## src/hw/rtl/vlbp_pkg.sv

```systemverilog
// ----------------------------------------------------------------------------
// Variable-length bit packer package
// Shared constants and the command type passed from the front to the back.
// ----------------------------------------------------------------------------
package vlbp_pkg;

	localparam int unsigned BYTE_BITS   = 8;
	localparam int unsigned WIDTH_BITS  = 4;
	localparam int unsigned QUEUE_DEPTH = 4;

	typedef enum logic {
		ACT_INSERT = 1'b0,
		ACT_FLUSH  = 1'b1
	} action_t;

	typedef struct packed {
		action_t                 action;
		logic [BYTE_BITS-1:0]    bits;
		logic [WIDTH_BITS-1:0]   width;
	} cmd_t;

endpackage

```

## src/hw/rtl/vlbp_queue.sv

```systemverilog
// ----------------------------------------------------------------------------
// Command queue
// Small register queue that decouples the classifying front from the packer.
// ----------------------------------------------------------------------------
module vlbp_queue #(
	parameter int unsigned Depth = vlbp_pkg::QUEUE_DEPTH
) (
	input  logic              clk,
	input  logic              arst_n,
	input  logic              push,
	input  vlbp_pkg::cmd_t    push_cmd,
	output logic              full,
	input  logic              pop,
	output logic              empty,
	output vlbp_pkg::cmd_t    head_cmd
);

	localparam int unsigned PtrW = (Depth > 1) ? $clog2(Depth) : 1;
	localparam int unsigned CntW = $clog2(Depth + 1);

	vlbp_pkg::cmd_t entry_q [Depth];
	logic [PtrW-1:0] wr_ptr_q;
	logic [PtrW-1:0] rd_ptr_q;
	logic [CntW-1:0] count_q;
	logic            do_push;
	logic            do_pop;

	assign full     = (count_q == CntW'(Depth));
	assign empty    = (count_q == '0);
	assign do_push  = push && !full;
	assign do_pop   = pop && !empty;
	assign head_cmd = entry_q[rd_ptr_q];

	always_ff @(posedge clk) begin
		if (do_push) begin
			entry_q[wr_ptr_q] <= push_cmd;
		end
	end

	always_ff @(posedge clk or negedge arst_n) begin
		if (!arst_n) begin
			wr_ptr_q <= '0;
			rd_ptr_q <= '0;
			count_q  <= '0;
		end else begin
			if (do_push) begin
				wr_ptr_q <= (wr_ptr_q == PtrW'(Depth - 1)) ? '0 : wr_ptr_q + 1'b1;
			end
			if (do_pop) begin
				rd_ptr_q <= (rd_ptr_q == PtrW'(Depth - 1)) ? '0 : rd_ptr_q + 1'b1;
			end
			if (do_push && !do_pop) begin
				count_q <= count_q + 1'b1;
			end else if (do_pop && !do_push) begin
				count_q <= count_q - 1'b1;
			end
		end
	end

endmodule

```

## src/hw/rtl/vlbp_front.sv

```systemverilog
// ----------------------------------------------------------------------------
// Packer front end
// Accepts items, clamps the width, masks the field bits and reverses them for MSB-first items, and
// drops inserts of width zero before they reach the command queue.
// ----------------------------------------------------------------------------
module vlbp_front (
	input  logic              clk,
	input  logic              arst_n,
	input  logic              in_valid,
	output logic              in_ready,
	input  vlbp_pkg::action_t in_action,
	input  logic [7:0]        in_bits,
	input  logic [3:0]        in_width,
	input  logic              in_msb_first,
	output logic              push,
	output vlbp_pkg::cmd_t    push_cmd,
	input  logic              queue_full
);

	logic           valid_s1;
	vlbp_pkg::cmd_t cmd_s1;
	vlbp_pkg::cmd_t cmd_next;
	logic [3:0]     width_clamped;
	logic [7:0]     mask;
	logic [7:0]     masked;
	logic [7:0]     reversed;
	logic           keep;
	logic           accept;

	always_comb begin
		width_clamped = (in_width > 4'(vlbp_pkg::BYTE_BITS)) ? 4'(vlbp_pkg::BYTE_BITS)
			: in_width;
		mask   = 8'hFF >> (4'(vlbp_pkg::BYTE_BITS) - width_clamped);
		masked = in_bits & mask;
		for (int i = 0; i < 8; i++) begin
			reversed[i] = masked[7 - i];
		end
		reversed = reversed >> (4'(vlbp_pkg::BYTE_BITS) - width_clamped);

		cmd_next.action = in_action;
		if (in_action == vlbp_pkg::ACT_FLUSH) begin
			cmd_next.bits  = '0;
			cmd_next.width = '0;
		end else begin
			cmd_next.bits  = in_msb_first ? reversed : masked;
			cmd_next.width = width_clamped;
		end
		keep = (in_action == vlbp_pkg::ACT_FLUSH) || (in_width != '0);
	end

	assign push     = valid_s1 && !queue_full;
	assign in_ready = !valid_s1 || !queue_full;
	assign accept   = in_valid && in_ready;
	assign push_cmd = cmd_s1;

	always_ff @(posedge clk) begin
		if (accept) begin
			cmd_s1 <= cmd_next;
		end
	end

	always_ff @(posedge clk or negedge arst_n) begin
		if (!arst_n) begin
			valid_s1 <= 1'b0;
		end else if (accept) begin
			valid_s1 <= keep;
		end else if (push) begin
			valid_s1 <= 1'b0;
		end
	end

endmodule

```

## src/hw/rtl/vlbp_back.sv

```systemverilog
// ----------------------------------------------------------------------------
// Packer back end
// Merges queued fields into the byte under construction and registers each
// completed or flushed byte for the output channel.
// ----------------------------------------------------------------------------
module vlbp_back (
	input  logic           clk,
	input  logic           arst_n,
	input  logic           queue_empty,
	input  vlbp_pkg::cmd_t head_cmd,
	output logic           pop,
	output logic           out_valid,
	input  logic           out_ready,
	output logic [7:0]     out_byte,
	output logic [3:0]     out_valid_bits,
	output logic           out_flushed
);

	logic [7:0]  partial_q;
	logic [2:0]  fill_q;
	logic        out_valid_q;
	logic [7:0]  out_byte_q;
	logic [3:0]  out_bits_q;
	logic        out_flushed_q;

	logic [15:0] shifted;
	logic [15:0] combined;
	logic [3:0]  total;
	logic        emit;
	logic [7:0]  emit_byte;
	logic [3:0]  emit_bits;
	logic [7:0]  partial_next;
	logic [2:0]  fill_next;

	always_comb begin
		shifted   = {8'h00, head_cmd.bits} << fill_q;
		combined  = {8'h00, partial_q} | shifted;
		total     = {1'b0, fill_q} + head_cmd.width;
		emit      = 1'b0;
		emit_byte = combined[7:0];
		emit_bits = 4'(vlbp_pkg::BYTE_BITS);
		partial_next = combined[7:0];
		fill_next    = total[2:0];
		if (head_cmd.action == vlbp_pkg::ACT_FLUSH) begin
			emit         = (fill_q != '0);
			emit_byte    = partial_q;
			emit_bits    = {1'b0, fill_q};
			partial_next = '0;
			fill_next    = '0;
		end else if (total[3]) begin
			emit         = 1'b1;
			partial_next = combined[15:8];
			fill_next    = total[2:0];
		end
	end

	assign pop            = !queue_empty && (!out_valid_q || out_ready);
	assign out_valid      = out_valid_q;
	assign out_byte       = out_byte_q;
	assign out_valid_bits = out_bits_q;
	assign out_flushed    = out_flushed_q;

	always_ff @(posedge clk) begin
		if (pop && emit) begin
			out_byte_q    <= emit_byte;
			out_bits_q    <= emit_bits;
			out_flushed_q <= (head_cmd.action == vlbp_pkg::ACT_FLUSH);
		end
	end

	always_ff @(posedge clk or negedge arst_n) begin
		if (!arst_n) begin
			partial_q   <= '0;
			fill_q      <= '0;
			out_valid_q <= 1'b0;
		end else begin
			if (pop) begin
				partial_q <= partial_next;
				fill_q    <= fill_next;
			end
			if (pop && emit) begin
				out_valid_q <= 1'b1;
			end else if (out_ready) begin
				out_valid_q <= 1'b0;
			end
		end
	end

endmodule

```

## src/hw/rtl/variable_length_bit_packer_top.sv

```systemverilog
// ----------------------------------------------------------------------------
// Variable-length bit packer
// Packs fields of one to eight bits into bytes, least significant bit first.
// ----------------------------------------------------------------------------
// The block takes one item per clock and gives at most one byte per clock
// when both streams flow; the back end shifts and merges each field
// combinationally. A byte is offered on the output once the item that
// completes it has passed the front register and the command queue and been
// merged; it then sits in the output register until taken. The queue,
// QueueDepth entries deep, absorbs output stalls so the input keeps accepting
// items until it fills.
module variable_length_bit_packer_top #(
	parameter int unsigned QueueDepth = vlbp_pkg::QUEUE_DEPTH
) (
	input  logic        clk,
	input  logic        arst_n,
	input  logic        s_axis_tvalid,
	output logic        s_axis_tready,
	input  logic [15:0] s_axis_tdata,  // field_bits[7:0], field_width[11:8], zero pad
	input  logic [1:0]  s_axis_tuser,  // action[0], msb_first[1]
	output logic        m_axis_tvalid,
	input  logic        m_axis_tready,
	output logic [15:0] m_axis_tdata,  // out_byte[7:0], valid_bits[11:8], zero pad
	output logic [0:0]  m_axis_tuser   // flushed[0]
);

	logic           push;
	logic           pop;
	logic           queue_full;
	logic           queue_empty;
	vlbp_pkg::cmd_t push_cmd;
	vlbp_pkg::cmd_t head_cmd;
	logic [7:0]     out_byte;
	logic [3:0]     out_valid_bits;
	logic           out_flushed;

	vlbp_front u_front (
		.clk          (clk),
		.arst_n       (arst_n),
		.in_valid     (s_axis_tvalid),
		.in_ready     (s_axis_tready),
		.in_action    (vlbp_pkg::action_t'(s_axis_tuser[0])),
		.in_bits      (s_axis_tdata[7:0]),
		.in_width     (s_axis_tdata[11:8]),
		.in_msb_first (s_axis_tuser[1]),
		.push         (push),
		.push_cmd     (push_cmd),
		.queue_full   (queue_full)
	);

	vlbp_queue #(
		.Depth (QueueDepth)
	) u_queue (
		.clk      (clk),
		.arst_n   (arst_n),
		.push     (push),
		.push_cmd (push_cmd),
		.full     (queue_full),
		.pop      (pop),
		.empty    (queue_empty),
		.head_cmd (head_cmd)
	);

	vlbp_back u_back (
		.clk            (clk),
		.arst_n         (arst_n),
		.queue_empty    (queue_empty),
		.head_cmd       (head_cmd),
		.pop            (pop),
		.out_valid      (m_axis_tvalid),
		.out_ready      (m_axis_tready),
		.out_byte       (out_byte),
		.out_valid_bits (out_valid_bits),
		.out_flushed    (out_flushed)
	);

	assign m_axis_tdata = {4'h0, out_valid_bits, out_byte};
	assign m_axis_tuser = out_flushed;

endmodule

```

## config.mk

```make
export PLATFORM = sky130hd
export DESIGN_NAME = variable_length_bit_packer_top
export DESIGN_NICKNAME = d
export VERILOG_FILES = /design/src/hw/rtl/vlbp_pkg.sv /design/src/hw/rtl/vlbp_queue.sv /design/src/hw/rtl/vlbp_front.sv /design/src/hw/rtl/vlbp_back.sv /design/src/hw/rtl/variable_length_bit_packer_top.sv
export SDC_FILE = /design/constraint.sdc
export NUM_CORES = 1
export LEC_CHECK = 0
export BUFFER_PORTS_ARGS = -buffer_cell sky130_fd_sc_hd__buf_2
export CELL_PAD_IN_SITES_DETAIL_PLACEMENT = 1
export CELL_PAD_IN_SITES_GLOBAL_PLACEMENT = 2
export CORE_MARGIN = 1.5
export CORE_UTILIZATION = 38
export CTS_CLUSTER_DIAMETER = 30
export DETAILED_ROUTE_END_ITERATION = 8
export GPL_TIMING_DRIVEN = 0
export PLACE_DENSITY_LB_ADDON = 0.3
export RECOVER_POWER = 100
export SETUP_SLACK_MARGIN = 0.2
export SYNTH_ARGS = -nofsm -noshare
export SYNTH_HDL_FRONTEND = slang
export SYNTH_HIERARCHICAL = 1
export SYNTH_SLANG_ARGS = --single-unit
```

## constraint.sdc

```tcl
create_clock -name clk -period 2.77 [get_ports clk]
set_clock_uncertainty 0.05 [all_clocks]
set_input_delay 0.554 -clock clk [delete_from_list [all_inputs] [get_ports clk]]
set_output_delay 0.554 -clock clk [all_outputs]
set_load 0.005 [all_outputs]
```

==> reports/summary.md <==
Place
- number of port buffers: 31
- dpl hpwl: 8010 um
- Placer Congestion: 0.845

Cells and area
- final-stage net count: 470
- total area of sequential cells: 0.00285 mm^2
- Antenna diodes: 0
- fill cell total of the finished layout: 1340
- utilization after layout: 47.4%
- share of final-layout standard cells stronger than drive strength 1: 28.9%
- combined area of the multi-input logic cells: 0.00213 mm^2
- relative area change from synthesis to final layout: 21.2%

Critical path
- highest net fanout along the worst path: 5
- kind of start point of the critical path: flop
- terminus of the critical flop-to-flop path: u_back/out_valid$_DFFE_PN0P_
- launch instance of the worst register-to-register path: u_queue/rd_ptr_q[0]$_DFFE_PN0P_
- data arrival time at the worst-slack endpoint: 2800 ps
- Setup CP Type: flop to flop
- Register-to-Register Path Depth: 10
- Worst path slowest cell: sky130_fd_sc_hd__mux4_2
- critical path launch point: u_queue/rd_ptr_q[0]$_DFFE_PN0P_
- Required @ worst endpoint: 2920 ps
- register-to-register setup slack: 130 ps
- Most common cell on crit path: sky130_fd_sc_hd__buf_6
- worst-path cell chain: buf_6 -> buf_12 -> mux4_2 -> ha_4 -> or4_1 -> nand4_1 -> buf_6 -> buf_4 -> clkbuf_2 -> o21ai_0
- type of destination of the critical path: flop
- largest stage delay on the critical path: 520 ps

Power
- power density over cell area: 1210 mW/mm^2
- switching power as a share of total power: 37.0%
- net switching power: 0.00269 W
- Max IR drop VDD: 0.000389 V
- overall power: 0.00729 W
- Comb power frac: 51.7%
- cell internal power dissipation: 0.00460 W
- clock group share of total power: 15.0%
- static leakage power: 2.27 nW
- fraction of power consumed by sequential logic: 33.3%

Logic synthesis
- distinct cell type count after synthesis: 65
- cell type with the largest total area after synthesis: sky130_fd_sc_hd__edfxtp_1
- number of flops mapped to enable cells by yosys: 78
- Mapped Avg Cell Area: 13.7 um^2
- post-synth design cell area: 0.00495 mm^2
- Async S/R FF share, synth: 20.4%
- Syn Inst Count: 362
- area share of the largest cell type after synthesis: 47.3%
- count of warnings emitted by yosys: 6
- Seq/Total Area, Yosys: 57.4%
- top area cells in the synthesized netlist: sky130_fd_sc_hd__edfxtp_1 (47%), sky130_fd_sc_hd__dfrtp_1 (10%), sky130_fd_sc_hd__mux4_2 (8.6%)
- commonest register cell after synthesis: sky130_fd_sc_hd__edfxtp_1
- post-synthesis register bit count: 98

CTS
- Sinks on Clock Net: 98
- maximum buffer depth of the clock tree: 2
- clock buffers created by TritonCTS: 9
- Max H-tree Level: 3
- clock root buffer: sky130_fd_sc_hd__clkbuf_16
- CTS tree: yes
- Worst-path clk slew: 60 ps
- Worst-Skew Late Latency: 340 ps

Die
- Starting Density: 39.1%
- Total Die Area: 0.0137 mm^2
- Core ar.: 0.0127 mm^2
- boundary pin count: 41
- cell row count: 41
- Die Height: 117 um
- horizontal extent of the die: 117 um

Timing
- relative slew slack: 14.0%
- transition at the pin with the smallest max-transition slack: 1280 ps
- final cycle utilization of the critical path: 95.4%
- achievable frequency: 0.378 GHz
- Final Hold Violating Endpoints: 0
- final number of max-transition violations: 0
- minimum period implied by the final worst setup slack: 2640 ps
- Setup violations, final: 0
- setup repair after global routing missed its margin: yes

Flow run
- reported max-cap violation count: 0

Drt
- drt pass-1 iters: 4
- post-route DRC violation count: 0
- number of nets with antenna violations after routing: 0
- total wire length: 11300 um
- count of routing violations after the opening detailed-route iteration: 137
- routed via count: 3262
- via density per instance: 5.34
- per-cell routed wire length: 18.5 um

GRT
- wire length of the first global-routing pass: 17700 um
- maximum number of pins on one net before global-route repair: 21
- antenna violations before repair: 0
- via count of the first global-routing pass: 3387
- GRT Overall Usage: 17.4%
- GRT Residual Overflow: 0

Min path
- Hold Path Class: primary input to asynchronous set/reset pin

Run status
- outcome: complete, no violations

-- how the worst max path moves through the flow --
stage,to,cells after the start
after detailed placement,u_back/out_valid_bits[1]$_SDFFCE_PN0P_,7
after CTS,u_back/out_valid_bits[1]$_SDFFCE_PN0P_,9
after global placement,u_back/out_flushed$_DFFE_PP_,7
final,u_back/out_valid$_DFFE_PN0P_,10
after floorplan,u_back/out_byte[0]$_DFFE_PP_,8
after global routing,u_back/partial_q[4]$_DFFE_PN0P_,10
-- cells by family (layout without fill, tap and decap cells) --
logic type	after synthesis	after routing	share of synthesized area [%]
simple gates	102	102	11.3
flops	98	98	57.4
compound gates	73	73	10.7
mux	35	35	12.1
buf+inv	33	107	3.46
fa+ha+maj	14	14	3.84
xor+xnor	6	6	1.06
other cells	1	4	0.0757
-- state kept, by name, indices dropped and copies added (netlist names), 2 cells and up --
register / flops
u_back/out_valid_bits: 4
u_queue/rd_ptr_q: 2
u_back/out_byte: 8
u_queue/wr_ptr_q: 2
u_queue/entry_q: 52
u_back/partial_q: 8
u_queue/count_q: 3
u_back/fill_q: 3
u_front/push_cmd: 13
-- metal layers --
layer | wire (um) | vias up | GRT usage [%]
li1 | - | 1539 | -
met2 | 5980 | 69 | 32.2
met3 | 313 | 24 | 3.30
met4 | 339 | 0 | 7.55
met1 | 4640 | 1630 | 19.5
met5 | 0 | - | 0
-- timing repair --
| item | 4_1_cts | 5_1_grt |
|---|---|---|
| endpoints found under the setup margin | 26 | 29 |
| setup buffers | 16 | 11 |
| resized for setup | 21 | 31 |
| hold buffers | 0 | 0 |
| hold endpoints to repair | 0 | 0 |
| gates cloned | 0 | 0 |
| pin swaps | 4 | 8 |
-- cells in the mapped netlist, drive strengths merged, types with 7 or more instances --
library cell and instances:
ha 12, buf 13, a21o 8, nor3 12, nand2 19, a21oi 10
edfxtp 78, inv 14, nor2b 7, mux2i 12, nand3 12, dfrtp 20
mux4 19, nor2 19, and2 7, o21ai 16
-- placed cells by master, fill, tap and decap left out, types with 4 or more instances in the layout --
cell,n
sky130_fd_sc_hd__a21oi_1,7
sky130_fd_sc_hd__inv_1,12
sky130_fd_sc_hd__buf_6,5
sky130_fd_sc_hd__nand3_1,10
sky130_fd_sc_hd__clkbuf_1,22
sky130_fd_sc_hd__a21o_1,8
sky130_fd_sc_hd__nor2b_1,6
sky130_fd_sc_hd__mux4_2,19
sky130_fd_sc_hd__nor2_1,18
sky130_fd_sc_hd__o21ai_0,13
sky130_fd_sc_hd__dfrtp_1,17
sky130_fd_sc_hd__and3_1,4
sky130_fd_sc_hd__o21bai_1,4
sky130_fd_sc_hd__clkbuf_16,9
sky130_fd_sc_hd__buf_2,22
sky130_fd_sc_hd__conb_1,4
sky130_fd_sc_hd__nand2b_1,5
sky130_fd_sc_hd__ha_1,9
sky130_fd_sc_hd__mux2i_1,12
sky130_fd_sc_hd__buf_4,25
sky130_fd_sc_hd__and2_1,4
sky130_fd_sc_hd__edfxtp_1,78
sky130_fd_sc_hd__nor3_1,9
sky130_fd_sc_hd__nand2_1,18
-- through the flow --
step                cells  setup WS [ps]  cell area (um^2)  setup TNS, ps  hold slack, ps
floorplan             365            176              4990              0             208
global placement      568           -379              5360          -6280             417
detailed placement    568           -446              5360          -7630             429
CTS                   600            169              5840              0             132
global route          611           9.01              6000              0             443
finish                611            127              6000              0             397
-- power groups by stage --
stage | clock network, W | registers (W) | logic [W]
2_1_floorplan | 0 | 0.00242 | 0.00211
3_3_place_gp | 0 | 0.00243 | 0.00282
3_5_place_dp | 0 | 0.00247 | 0.00290
4_1_cts | 0.00114 | 0.00244 | 0.00337
5_1_grt | 0.00118 | 0.00249 | 0.00413
6_report | 0.00109 | 0.00243 | 0.00377
-- worst max-delay path: cells and delay by family, from the launching register on --
family	cells	cell delay (ps)
buffers and inverters	5	660
AND/OR/NAND/NOR	2	610
multiplexers	1	520
flip-flops	1	360
adder cells (fa/ha/maj)	1	180
AO/OA/AOI/OAI	1	110
-- layout make-up --
cell class	instances	area share (%)
clock inverters	4	0.354
well taps	172	3.59
inverters	15	0.938
plain buffers	18	2.25
multi-input cells	234	35.5
repair buffers	58	5.96
flip-flops and latches	98	47.4
clock buffers	12	3.94
(Power assumes the default switching activity.)
